## config.mk

```make
export PLATFORM = sky130hd
export DESIGN_NAME = pes_header_generator
export DESIGN_NICKNAME = d
export VERILOG_FILES = /design/src/phg_pkg.sv /design/src/pes_header_generator.sv /design/src/phg_front.sv /design/src/phg_fifo.sv /design/src/phg_back.sv
export VERILOG_INCLUDE_DIRS = /design/src /design/src/src
export SDC_FILE = /design/constraint.sdc
export NUM_CORES = 1
export LEC_CHECK = 0
export ABC_CLOCK_PERIOD_IN_PS = 4400
export BUFFER_PORTS_ARGS = -buffer_cell sky130_fd_sc_hd__buf_2
export CORE_ASPECT_RATIO = 1.5
export CORE_UTILIZATION = 29
export CTS_BUF_LIST = sky130_fd_sc_hd__clkbuf_16
export CTS_CLUSTER_SIZE = 25
export DETAILED_ROUTE_END_ITERATION = 8
export PLACE_DENSITY_LB_ADDON = 0.3
export SYNTH_ARGS = -nofsm -noshare
export SYNTH_HDL_FRONTEND = slang
export SYNTH_HIERARCHICAL = 1
export SYNTH_SLANG_ARGS = --single-unit
export TNS_END_PERCENT = 100
```

## constraint.sdc

```tcl
create_clock -name i_clk -period 4.4 [get_ports i_clk]
set_clock_uncertainty 0.15 [all_clocks]
set_input_delay 0.66 -clock i_clk [delete_from_list [all_inputs] [get_ports i_clk]]
set_output_delay 0.66 -clock i_clk [all_outputs]
set_load 0.03 [all_outputs]
```

## src/assert_macros.svh

```systemverilog
// Assertion helpers shared by the RTL. Synthesis builds define SYNTH.
`ifndef ASSERT_MACROS_SVH
`define ASSERT_MACROS_SVH

`ifndef SYNTH

// Property must hold on every clock edge outside reset.
`define PHG_ASSERT(label, clk, rst_n, prop, msg) \
    label: assert property (@(posedge clk) disable iff (!rst_n) prop) else $error(msg);

// Condition must never be true outside reset.
`define PHG_NEVER(label, clk, rst_n, cond, msg) \
    label: assert property (@(posedge clk) disable iff (!rst_n) !(cond)) else $error(msg);

`else

`define PHG_ASSERT(label, clk, rst_n, prop, msg)
`define PHG_NEVER(label, clk, rst_n, cond, msg)

`endif

`endif

```

## src/phg_pkg.sv

```systemverilog
`default_nettype none

package phg_pkg;

    // Field widths
    localparam int TS_W      = 33;
    localparam int PLEN_W    = 16;
    localparam int BYTE_W    = 8;
    localparam int SID_W     = 8;
    localparam int S_TDATA_W = ((TS_W + PLEN_W + 7) / 8) * 8;

    // Configuration register indexes
    localparam int CFG_IDX_W  = 1;
    localparam int CFG_DATA_W = 8;
    localparam logic [CFG_IDX_W-1:0] REG_VIDEO_SID = 1'd0;
    localparam logic [CFG_IDX_W-1:0] REG_AUDIO_SID = 1'd1;
    localparam logic [SID_W-1:0] VIDEO_SID_RST = 8'hE0;
    localparam logic [SID_W-1:0] AUDIO_SID_RST = 8'hC0;

    // Stream kinds
    localparam logic KIND_VIDEO = 1'b0;
    localparam logic KIND_AUDIO = 1'b1;

    // Header lengths and byte positions
    localparam int VIDEO_LEN = 25;
    localparam int AUDIO_LEN = 14;
    localparam int IDX_W     = $clog2(VIDEO_LEN);
    localparam logic [IDX_W-1:0] VIDEO_LAST_IDX = IDX_W'(VIDEO_LEN - 1);
    localparam logic [IDX_W-1:0] AUDIO_LAST_IDX = IDX_W'(AUDIO_LEN - 1);

    // Timestamp prefixes
    localparam logic [3:0] PFX_PTS_ONLY = 4'h2;
    localparam logic [3:0] PFX_PTS      = 4'h3;
    localparam logic [3:0] PFX_DTS      = 4'h1;

    // Queue between front and back
    localparam int FIFO_DEPTH = 2;
    localparam int FIFO_AW    = (FIFO_DEPTH > 1) ? $clog2(FIFO_DEPTH) : 1;
    localparam int FIFO_CW    = $clog2(FIFO_DEPTH + 1);

    // One classified request
    typedef struct packed {
        logic              kind;
        logic [SID_W-1:0]  sid;
        logic [PLEN_W-1:0] pes_len;
        logic [TS_W-1:0]   ts;
    } t_desc;

    // Sequencer status seen by the top level
    typedef struct packed {
        logic             at_last;
        logic [IDX_W-1:0] idx;
    } t_back_stat;

    // One of the five bytes of a coded timestamp
    function automatic logic [BYTE_W-1:0] stamp_byte(
        input logic [3:0]      pfx,
        input logic [TS_W-1:0] ts,
        input logic [2:0]      k
    );
        logic [BYTE_W-1:0] b;
        unique case (k)
            3'd0:    b = {pfx, ts[32:30], 1'b1};
            3'd1:    b = ts[29:22];
            3'd2:    b = {ts[21:15], 1'b1};
            3'd3:    b = ts[14:7];
            3'd4:    b = {ts[6:0], 1'b1};
            default: b = '0;
        endcase
        return b;
    endfunction

    // Header byte at position idx for a request
    function automatic logic [BYTE_W-1:0] hdr_byte(
        input t_desc            d,
        input logic [IDX_W-1:0] idx
    );
        logic              vid;
        logic [BYTE_W-1:0] b;
        vid = (d.kind == KIND_VIDEO);
        unique case (idx)
            5'd0, 5'd1: b = 8'h00;
            5'd2:       b = 8'h01;
            5'd3:       b = d.sid;
            5'd4:       b = d.pes_len[15:8];
            5'd5:       b = d.pes_len[7:0];
            5'd6:       b = 8'h84;
            5'd7:       b = vid ? 8'hC0 : 8'h80;
            5'd8:       b = vid ? 8'h0A : 8'h05;
            5'd9:       b = stamp_byte(vid ? PFX_PTS : PFX_PTS_ONLY, d.ts, 3'd0);
            5'd10:      b = stamp_byte(vid ? PFX_PTS : PFX_PTS_ONLY, d.ts, 3'd1);
            5'd11:      b = stamp_byte(vid ? PFX_PTS : PFX_PTS_ONLY, d.ts, 3'd2);
            5'd12:      b = stamp_byte(vid ? PFX_PTS : PFX_PTS_ONLY, d.ts, 3'd3);
            5'd13:      b = stamp_byte(vid ? PFX_PTS : PFX_PTS_ONLY, d.ts, 3'd4);
            5'd14:      b = stamp_byte(PFX_DTS, d.ts, 3'd0);
            5'd15:      b = stamp_byte(PFX_DTS, d.ts, 3'd1);
            5'd16:      b = stamp_byte(PFX_DTS, d.ts, 3'd2);
            5'd17:      b = stamp_byte(PFX_DTS, d.ts, 3'd3);
            5'd18:      b = stamp_byte(PFX_DTS, d.ts, 3'd4);
            // access unit delimiter NAL
            5'd19, 5'd20, 5'd21: b = 8'h00;
            5'd22:      b = 8'h01;
            5'd23:      b = 8'h09;
            5'd24:      b = 8'hF0;
            default:    b = 8'h00;
        endcase
        return b;
    endfunction

endpackage

`default_nettype wire

```

## src/pes_header_generator.sv

```systemverilog
`default_nettype none

// PES header generator. Each request (stream kind, 33-bit PTS, payload
// length) produces one PES header on the output stream, one byte per
// transaction, tlast on the final byte: 25 bytes for video (PTS, equal DTS
// and an access unit delimiter) and 14 bytes for audio (PTS only, length
// payload+8 saturating at 65535). The byte sequencer sends one byte per
// cycle while the output is not stalled; requests are taken every cycle
// while the two-entry queue behind the intake stage has room. Stream ids
// are set through the write port (index 0 video, 1 audio); the user must
// do so only while the block is idle, which the block does not enforce.
module pes_header_generator (
    input  wire logic                           i_clk,
    input  wire logic                           i_rst_n,
    input  wire logic                           s_axis_tvalid,
    output logic                                s_axis_tready,
    // [32:0] timestamp, [48:33] payload_length, [55:49] zero
    input  wire logic [phg_pkg::S_TDATA_W-1:0]  s_axis_tdata,
    // [0] stream_kind
    input  wire logic                           s_axis_tuser,
    output logic                                m_axis_tvalid,
    input  wire logic                           m_axis_tready,
    // [7:0] header_byte
    output logic [phg_pkg::BYTE_W-1:0]          m_axis_tdata,
    output logic                                m_axis_tlast,
    input  wire logic                           i_cfg_wen,
    input  wire logic [phg_pkg::CFG_IDX_W-1:0]  i_cfg_idx,
    input  wire logic [phg_pkg::CFG_DATA_W-1:0] i_cfg_wdata
);
    import phg_pkg::*;

    logic               w_push_valid;
    logic               w_push_ready;
    t_desc              w_front_desc;
    t_desc              w_head;
    logic               w_head_valid;
    logic               w_pop;
    logic [FIFO_CW-1:0] w_fifo_cnt;
    t_back_stat         w_stat;
    logic               w_end_pos;

    phg_front u_front (
        .i_clk        (i_clk),
        .i_rst_n      (i_rst_n),
        .i_s_tvalid   (s_axis_tvalid),
        .o_s_tready   (s_axis_tready),
        .i_kind       (s_axis_tuser),
        .i_ts         (s_axis_tdata[TS_W-1:0]),
        .i_plen       (s_axis_tdata[TS_W+PLEN_W-1:TS_W]),
        .i_cfg_wen    (i_cfg_wen),
        .i_cfg_idx    (i_cfg_idx),
        .i_cfg_wdata  (i_cfg_wdata),
        .o_push_valid (w_push_valid),
        .i_push_ready (w_push_ready),
        .o_desc       (w_front_desc)
    );

    phg_fifo u_fifo (
        .i_clk        (i_clk),
        .i_rst_n      (i_rst_n),
        .i_push_valid (w_push_valid),
        .o_push_ready (w_push_ready),
        .i_desc       (w_front_desc),
        .o_pop_valid  (w_head_valid),
        .i_pop        (w_pop),
        .o_head       (w_head),
        .o_cnt        (w_fifo_cnt)
    );

    phg_back u_back (
        .i_clk      (i_clk),
        .i_rst_n    (i_rst_n),
        .i_valid    (w_head_valid),
        .i_head     (w_head),
        .o_pop      (w_pop),
        .o_m_tvalid (m_axis_tvalid),
        .i_m_tready (m_axis_tready),
        .o_m_tdata  (m_axis_tdata),
        .o_m_tlast  (m_axis_tlast),
        .o_stat     (w_stat)
    );

    // Sequencer position is one of the two header ends
    assign w_end_pos = (w_stat.idx == VIDEO_LAST_IDX) || (w_stat.idx == AUDIO_LAST_IDX);

`include "assert_macros.svh"

    // Queue never overfills, never pops empty
    `PHG_NEVER(a_fifo_over, i_clk, i_rst_n, w_fifo_cnt > FIFO_CW'(FIFO_DEPTH), "queue overfilled")
    `PHG_ASSERT(a_pop_nonempty, i_clk, i_rst_n, w_pop |-> w_head_valid, "pop of empty queue")
    // Request retires only on its final header byte
    `PHG_ASSERT(a_pop_at_end, i_clk, i_rst_n, w_pop |-> w_stat.at_last, "pop before last byte")
    `PHG_ASSERT(a_last_pos, i_clk, i_rst_n, w_stat.at_last |-> w_end_pos, "bad last position")

endmodule

`default_nettype wire

```

## src/phg_front.sv

```systemverilog
`default_nettype none

// Request intake: holds the stream id registers, classifies each request
// and hands a descriptor to the queue.
module phg_front (
    input  wire logic                           i_clk,
    input  wire logic                           i_rst_n,
    input  wire logic                           i_s_tvalid,
    output logic                                o_s_tready,
    input  wire logic                           i_kind,
    input  wire logic [phg_pkg::TS_W-1:0]       i_ts,
    input  wire logic [phg_pkg::PLEN_W-1:0]     i_plen,
    input  wire logic                           i_cfg_wen,
    input  wire logic [phg_pkg::CFG_IDX_W-1:0]  i_cfg_idx,
    input  wire logic [phg_pkg::CFG_DATA_W-1:0] i_cfg_wdata,
    output logic                                o_push_valid,
    input  wire logic                           i_push_ready,
    output phg_pkg::t_desc                      o_desc
);
    import phg_pkg::*;

    logic [SID_W-1:0]  r_video_sid;
    logic [SID_W-1:0]  r_audio_sid;
    logic              r_valid;
    t_desc             r_desc;
    t_desc             n_desc;
    logic [PLEN_W:0]   w_sum;
    logic              w_load;

    // Stream id registers
    always_ff @(posedge i_clk) begin
        if (!i_rst_n) begin
            r_video_sid <= VIDEO_SID_RST;
            r_audio_sid <= AUDIO_SID_RST;
        end else if (i_cfg_wen) begin
            unique case (i_cfg_idx)
                REG_VIDEO_SID: r_video_sid <= i_cfg_wdata[SID_W-1:0];
                REG_AUDIO_SID: r_audio_sid <= i_cfg_wdata[SID_W-1:0];
                default:       ;
            endcase
        end
    end

    // Classification: id, zero video length and saturated audio length
    always_comb begin
        w_sum          = {1'b0, i_plen} + (PLEN_W+1)'(8);
        n_desc.kind    = i_kind;
        n_desc.ts      = i_ts;
        if (i_kind == KIND_VIDEO) begin
            n_desc.sid     = r_video_sid;
            n_desc.pes_len = '0;
        end else begin
            n_desc.sid     = r_audio_sid;
            n_desc.pes_len = w_sum[PLEN_W] ? {PLEN_W{1'b1}} : w_sum[PLEN_W-1:0];
        end
    end

    assign o_s_tready   = !r_valid || i_push_ready;
    assign w_load       = i_s_tvalid && o_s_tready;
    assign o_push_valid = r_valid;
    assign o_desc       = r_desc;

    // Descriptor stage
    always_ff @(posedge i_clk) begin
        if (!i_rst_n) begin
            r_valid <= 1'b0;
        end else if (o_s_tready) begin
            r_valid <= i_s_tvalid;
        end
    end

    always_ff @(posedge i_clk) begin
        if (w_load) begin
            r_desc <= n_desc;
        end
    end

endmodule

`default_nettype wire

```

## src/phg_fifo.sv

```systemverilog
`default_nettype none

// Short descriptor queue between intake and byte sequencer.
module phg_fifo (
    input  wire logic                         i_clk,
    input  wire logic                         i_rst_n,
    input  wire logic                         i_push_valid,
    output logic                              o_push_ready,
    input  wire phg_pkg::t_desc               i_desc,
    output logic                              o_pop_valid,
    input  wire logic                         i_pop,
    output phg_pkg::t_desc                    o_head,
    output logic [phg_pkg::FIFO_CW-1:0]       o_cnt
);
    import phg_pkg::*;

    t_desc              r_mem [FIFO_DEPTH];
    logic [FIFO_AW-1:0] r_wptr;
    logic [FIFO_AW-1:0] r_rptr;
    logic [FIFO_CW-1:0] r_cnt;
    logic               w_push;
    logic               w_pop;

    assign o_push_ready = (r_cnt != FIFO_CW'(FIFO_DEPTH));
    assign o_pop_valid  = (r_cnt != '0);
    assign w_push       = i_push_valid && o_push_ready;
    assign w_pop        = i_pop && o_pop_valid;
    assign o_head       = r_mem[r_rptr];
    assign o_cnt        = r_cnt;

    function automatic logic [FIFO_AW-1:0] ptr_inc(input logic [FIFO_AW-1:0] p);
        return (p == FIFO_AW'(FIFO_DEPTH - 1)) ? '0 : p + 1'b1;
    endfunction

    // Pointers and fill count
    always_ff @(posedge i_clk) begin
        if (!i_rst_n) begin
            r_wptr <= '0;
            r_rptr <= '0;
            r_cnt  <= '0;
        end else begin
            if (w_push) r_wptr <= ptr_inc(r_wptr);
            if (w_pop)  r_rptr <= ptr_inc(r_rptr);
            if (w_push && !w_pop)      r_cnt <= r_cnt + 1'b1;
            else if (w_pop && !w_push) r_cnt <= r_cnt - 1'b1;
        end
    end

    // Storage
    always_ff @(posedge i_clk) begin
        if (w_push) begin
            r_mem[r_wptr] <= i_desc;
        end
    end

endmodule

`default_nettype wire

```

## src/phg_back.sv

```systemverilog
`default_nettype none

// Byte sequencer: walks the head descriptor into the output register one
// byte per cycle unless stalled, popping the queue on the final byte.
module phg_back (
    input  wire logic                      i_clk,
    input  wire logic                      i_rst_n,
    input  wire logic                      i_valid,
    input  wire phg_pkg::t_desc            i_head,
    output logic                           o_pop,
    output logic                           o_m_tvalid,
    input  wire logic                      i_m_tready,
    output logic [phg_pkg::BYTE_W-1:0]     o_m_tdata,
    output logic                           o_m_tlast,
    output phg_pkg::t_back_stat            o_stat
);
    import phg_pkg::*;

    logic [IDX_W-1:0]  r_idx;
    logic              r_out_valid;
    logic [BYTE_W-1:0] r_byte;
    logic              r_last;
    logic              w_adv;
    logic              w_emit;
    logic              w_last;

    assign w_adv  = !r_out_valid || i_m_tready;
    assign w_emit = i_valid && w_adv;
    assign w_last = (i_head.kind == KIND_VIDEO) ? (r_idx == VIDEO_LAST_IDX)
                                                : (r_idx == AUDIO_LAST_IDX);
    assign o_pop  = w_emit && w_last;

    // Position counter and output valid
    always_ff @(posedge i_clk) begin
        if (!i_rst_n) begin
            r_out_valid <= 1'b0;
            r_idx       <= '0;
        end else begin
            if (w_adv)  r_out_valid <= i_valid;
            if (w_emit) r_idx       <= w_last ? '0 : r_idx + 1'b1;
        end
    end

    // Output byte register
    always_ff @(posedge i_clk) begin
        if (w_emit) begin
            r_byte <= hdr_byte(i_head, r_idx);
            r_last <= w_last;
        end
    end

    assign o_m_tvalid = r_out_valid;
    assign o_m_tdata  = r_byte;
    assign o_m_tlast  = r_last;
    assign o_stat     = '{at_last: w_last, idx: r_idx};

endmodule

`default_nettype wire

```

== Word level (Yosys, flattened, before mapping) ==
Memories as Yosys holds them, arrays and structs flattened. A register that Yosys moved wholly into a read port is not among the register bits.
Index checks and enable logic that the tools add are counted.

* Memories kept: 1
* Flip-flop bits (word level): 94
* Word-level logic and storage cells: 81
* RAM bits: 116
* Output and inout port bits: 11
* Input port bits: 71

* Equality and inequality tests: 21
* Reduce and logical (&&, ||, !) cells: 22
* Add/sub/neg operators: 6
* Multiplexer cells: 16
* Bitwise logic cells: 1

{| class="wikitable"
|+ Memories
! memory !! depth !! width !! read ports !! clocked after memory_dff !! wr ports !! line !! RTL
|-
| u_fifo.r_mem || 2 || 58 || 1 || 1 || 1 || phg_fifo.sv:17 || <nowiki>t_desc r_mem [FIFO_DEPTH];</nowiki>
|}

{| class="wikitable"
|+ Operators by type and width
! operator !! count
|-
| $pmux 8 s15 || 1
|-
| $eq 5x4->1 const B || 8
|-
| $eq 5x5->1 const B || 6
|-
| $mux 24 || 1
|-
| $eq 5x3->1 const B || 4
|-
| $add 16x4->17 const B || 1
|-
| $mux 16 || 1
|-
| $eq 5x2->1 const B || 2
|-
| $reduce_or 2->1 || 5
|-
| $mux 1 || 8
|-
| $logic_and 1x1->1 || 7
|-
| $mux 7 || 1
|-
| $add 5x1->5 const B || 1
|-
| $mux 5 || 1
|-
| $logic_not 1->1 || 4
|-
| $mux 2 || 2
|-
| $mux 4 || 1
|-
| $reduce_and 2->1 || 2
|-
| $reduce_bool 2->1 || 2
|-
| $add 1x1->1 const B || 2
|-
| $add 2x1->2 const B || 1
|-
| $logic_or 1x1->1 || 2
|-
| $ne 2x2->1 const B || 1
|-
| $sub 2x1->2 const B || 1
|-
| $not 1->1 || 1
|}

== Longest topological paths before layout ==
* Word-level depth: 8
* Gate-level depth with buffers: 10
* Mapped depth without buffers: 10

== Modules after synthesis ==
Netlist, hierarchy kept.

{| class="wikitable"
|+ Modules (own cells, without submodules)
! module !! sequential area each (um^2) !! instances !! cells an instance !! area each (um^2)
|-
| phg_fifo || 3583.4 || 1 || 204 || 4424.2
|-
| phg_front || 2082.0 || 1 || 200 || 2924.1
|-
| phg_back || 390.4 || 1 || 156 || 1367.6
|}

== Worst setup path after synthesis ==
OpenSTA, ideal clock, no wires.

* Kind: reg-to-reg
* Start: register u_fifo.r_cnt[0], in the netlist u_fifo/o_cnt[0]
* End: register u_front.r_desc, in the netlist u_front/o_desc[0] (enable)
* Cell stages (with the launch flop): 4
* Period minus slack after synthesis: 2.873 ns
* Slack: 1.527 ns
* Data arrival time: 2.301 ns
* Path through: dfxtp_1 nand2b_4 nand2b_1 and2_1

* Cells in the longest elaborated chain, start to end: 3

{| class="wikitable"
|+ Ends and longest elaborated chain
! what !! line !! RTL
|-
| start: declaration || phg_fifo.sv:20 || <nowiki>logic [FIFO_CW-1:0] r_cnt;</nowiki>
|-
| start signal: assignment || phg_fifo.sv:44 || <nowiki>if (w_push && !w_pop) r_cnt <= r_cnt + 1'b1;</nowiki>
|-
| start signal: assignment || phg_fifo.sv:45 || <nowiki>else if (w_pop && !w_push) r_cnt <= r_cnt - 1'b1;</nowiki>
|-
| $ne 2x2->1 || phg_fifo.sv:24 || <nowiki>assign o_push_ready = (r_cnt != FIFO_CW'(FIFO_DEPTH));</nowiki>
|-
| net w_push_ready || pes_header_generator.sv:33 || <nowiki>logic w_push_ready;</nowiki>
|-
| $logic_or 1x1->1 || phg_front.sv:58 || <nowiki>assign o_s_tready = !r_valid || i_push_ready;</nowiki>
|-
| net s_axis_tready || pes_header_generator.sv:16 || <nowiki>output logic s_axis_tready,</nowiki>
|-
| $logic_and 1x1->1 || phg_front.sv:59 || <nowiki>assign w_load = i_s_tvalid && o_s_tready;</nowiki>
|-
| net u_front.w_load || phg_front.sv:28 || <nowiki>logic w_load;</nowiki>
|-
| end signal: assignment || phg_front.sv:74 || <nowiki>r_desc <= n_desc;</nowiki>
|-
| end: declaration || phg_front.sv:25 || <nowiki>t_desc r_desc;</nowiki>
|}

The timed path passes the listed nets, and every way through them passes these cells.
A chain may end at the register's enable or synchronous reset.

==> reports/results.tsv <==
stage	metric	value	unit
status	status	finished clean	
critical_path	Worst Setup EP	u_fifo/o_cnt[1]	
clock_network	cts hold-fix bufs	0	
route	wire length on met1	6843	um
finish	layout cells sized above 1	0.3237	
grt	first-pass GRT wire length	26700	um
min_path	Hold Path Depth	1	
route	DRC	0	
clock_network	Clk Tree Root Cell	clkbuf_16	
finish	# diodes	0	
sta	Max-slew headroom	0.3442	
route	Routed Antenna Nets	0	
power_and_ir_drop	Power Dens Cells	437.9	mW/mm^2
die	die height	214.2	um
clock_network	# resized after CTS	0	
power_and_ir_drop	worst vdd ir	0.0002591	V
route	Iter 0 DRT Violations	265	
sta	Fmax	339.2	MHz
critical_path	Worst R2R Path Depth	8	
placed_design	dpl hpwl	11580	um
yosys	Syn Inst Count	559	
route	Routed wire per std cell	16.39	um
critical_path	CP endpoint kind	register	
die	Die ar.	0.03074	mm^2
finish	Non-Filler Instances	1050	
clock_network	CTS clk-pin slew, worst paths	0.06	ns
sta	WHS	0.1735	ns
route	uppermost layer routed	met4	
critical_path	CP max stage delay	0.70	ns
critical_path	crit start category	register	
sta	Final Hold Viols	0	
finish	Core Util, Final	0.3438	
yosys	Avg Cell Area, Syn	15.58	um^2
grt	largest net degree at the start of global routing	59	
die	FP Rows	77	
clock_network	Max clock buf depth	3	
sta	Final setup violation count	0	
critical_path	FF-to-FF setup slack	1.45	ns
finish	post-layout instance area	0.01013	mm^2
grt	vias in the first global route	4818	
grt	overall global routing resource usage	0.1145	
clock_network	Num Clock Sinks	211	
route	metal3 WL	810	um
placed_design	Placed Area	0.009442	mm^2
die	Initial Utilization	0.2954	
placed_design	RD Place Congestion	0.7774	
finish	synthesis-to-finish area growth	16.38	%
placed_design	number of port buffers	74	
die	I/O Pins	82	
route	Vias/cell	4.505	
die	Die Width	143.5	um
clock_network	H-tree Lvls	1	
clock_network	Post-CTS Setup Bufs	0	
grt	total gr overflow	0	
clock_network	total CTS buffers	22	
critical_path	Critical Path AT	3.24	ns
sta	fin. max-slew vios	0	
sta	fin crit share	0.6700	
placed_design	placed insts	1010	
sta	sum of negative setup slack	0	ns
finish	Layout Nets	717	
yosys	Ys Warns	6	
yosys	post-synth design cell area	0.008708	mm^2
route	met2 routed WL	9062	um
job	max-cap violations	0	
placed_design	dpl ws	1.440	ns
sta	Worst-Margin Slew	0.9837	ns
die	core area	0.02948	mm^2
power_and_ir_drop	Final Total Pwr	4.438	mW
critical_path	Critical Path, Cell by Cell	mux2_2 -> and4bb_2 -> o21ai_2 -> nor2_1 -> o21ai_1 -> ha_1 -> or3_1 -> a21boi_1	
finish	final-layout fill cell count	2943	
route	DR vias	4730	
clock_network	CTS tree	done	
route	final wirelength	17210	um
yosys	Mapped Nets	637	
sta	fin crit period	2.948	ns
route	Pre-Repair DR Iteration Count	5	
critical_path	critical path type	reg -> reg	
grt	initial antenna violation count	0	
sta	Final WS setup	1.452	ns
sta	unrepaired setup endpoints after global routing	false	
critical_path	Data required, critical path	4.69	ns
min_path	worst hold path type	in -> reg	
critical_path	reg-to-reg endpoint	u_fifo/o_cnt[1]	
clock_network	latest clock arrival within the worst-skew pair	0.51	ns
critical_path	Max Fanout on Critical Path	23	
power_and_ir_drop	leakage power	3.475	nW
critical_path	slowest stage cell, crit path	dfxtp_2	
layout by cell type (no fill, tap or decap), drive strengths merged, types with 5 or more instances in the layout:
master / n
o22ai: 10
nor2: 16
a222oi: 8
ha: 7
clkinvlp: 5
xnor2: 5
and2: 8
nand2: 58
a22oi: 7
nand3: 18
mux2: 67
nand2b: 9
o31a: 6
a21oi: 5
o21ai: 7
clkbuf: 23
o21a: 11
clkinv: 5
dfxtp: 28
nor3: 5
edfxtp: 183
inv: 22
a21boi: 16
buf: 77
worst min-delay path by stage:
stage | slack [ns] | endpoint | startpoint
2_1_floorplan | 0.27 | u_fifo/r_mem[0][0] | u_front/o_desc[0]
3_3_place_gp | 0.28 | u_fifo/r_mem[1][26] | u_front/o_desc[26]
3_5_place_dp | 0.28 | u_fifo/r_mem[1][45] | u_front/o_desc[45]
4_1_cts | 0.15 | u_front/o_desc[13] | s_axis_tdata[13]
5_1_grt | 0.16 | u_front/o_desc[3] | s_axis_tdata[3]
6_report | 0.17 | u_front/o_desc[3] | s_axis_tdata[3]
critical path, delay by kind of cell, from the launching register on:
| kind | cells | cell delay [ns] |
|---|---|---|
| AOI/OAI and AO/OA | 3 | 0.36 |
| adders and majority gates | 1 | 0.35 |
| DFF | 1 | 0.70 |
| muxes | 1 | 0.47 |
| and+or+nand+nor | 3 | 0.85 |
registers in the layout, indices dropped and copies added (netlist names), named ones only:
name                  cells
u_back/o_m_tdata          8
u_fifo/r_mem            116
u_fifo/o_cnt              2
u_fifo/r_wptr             1
u_back/o_m_tlast          1
u_front/r_audio_sid       8
u_fifo/r_rptr             1
u_front/o_desc           58
u_back/o_m_tvalid         1
u_front/r_video_sid       8
u_front/o_push_valid      1
u_back/r_idx              5
report_power, final:
part / switching (mW) / internal [mW]
sequential: 0.0512 / 2.30
clock: 0.745 / 1.01
combinational: 0.205 / 0.122
cell type report:
cell class	instances	area, um^2	area share
clock buffer	23	575.6	0.05679
clock inverter	17	117.6	0.01160
inverter	16	62.56	0.006173
multi-input combinational	311	2435	0.2402
sequential	211	6057	0.5977
tap	395	494.2	0.04877
timing repair buffer	77	392.9	0.03877
per-layer routing:
layer	vias to the layer above	GRT usage
met2	101	0.2070
met4	0	0.05071
met1	2293	0.1308
met5	-	0
li1	2312	-
met3	24	0.01764
Note: power is estimated with default switching activity, not from simulation.
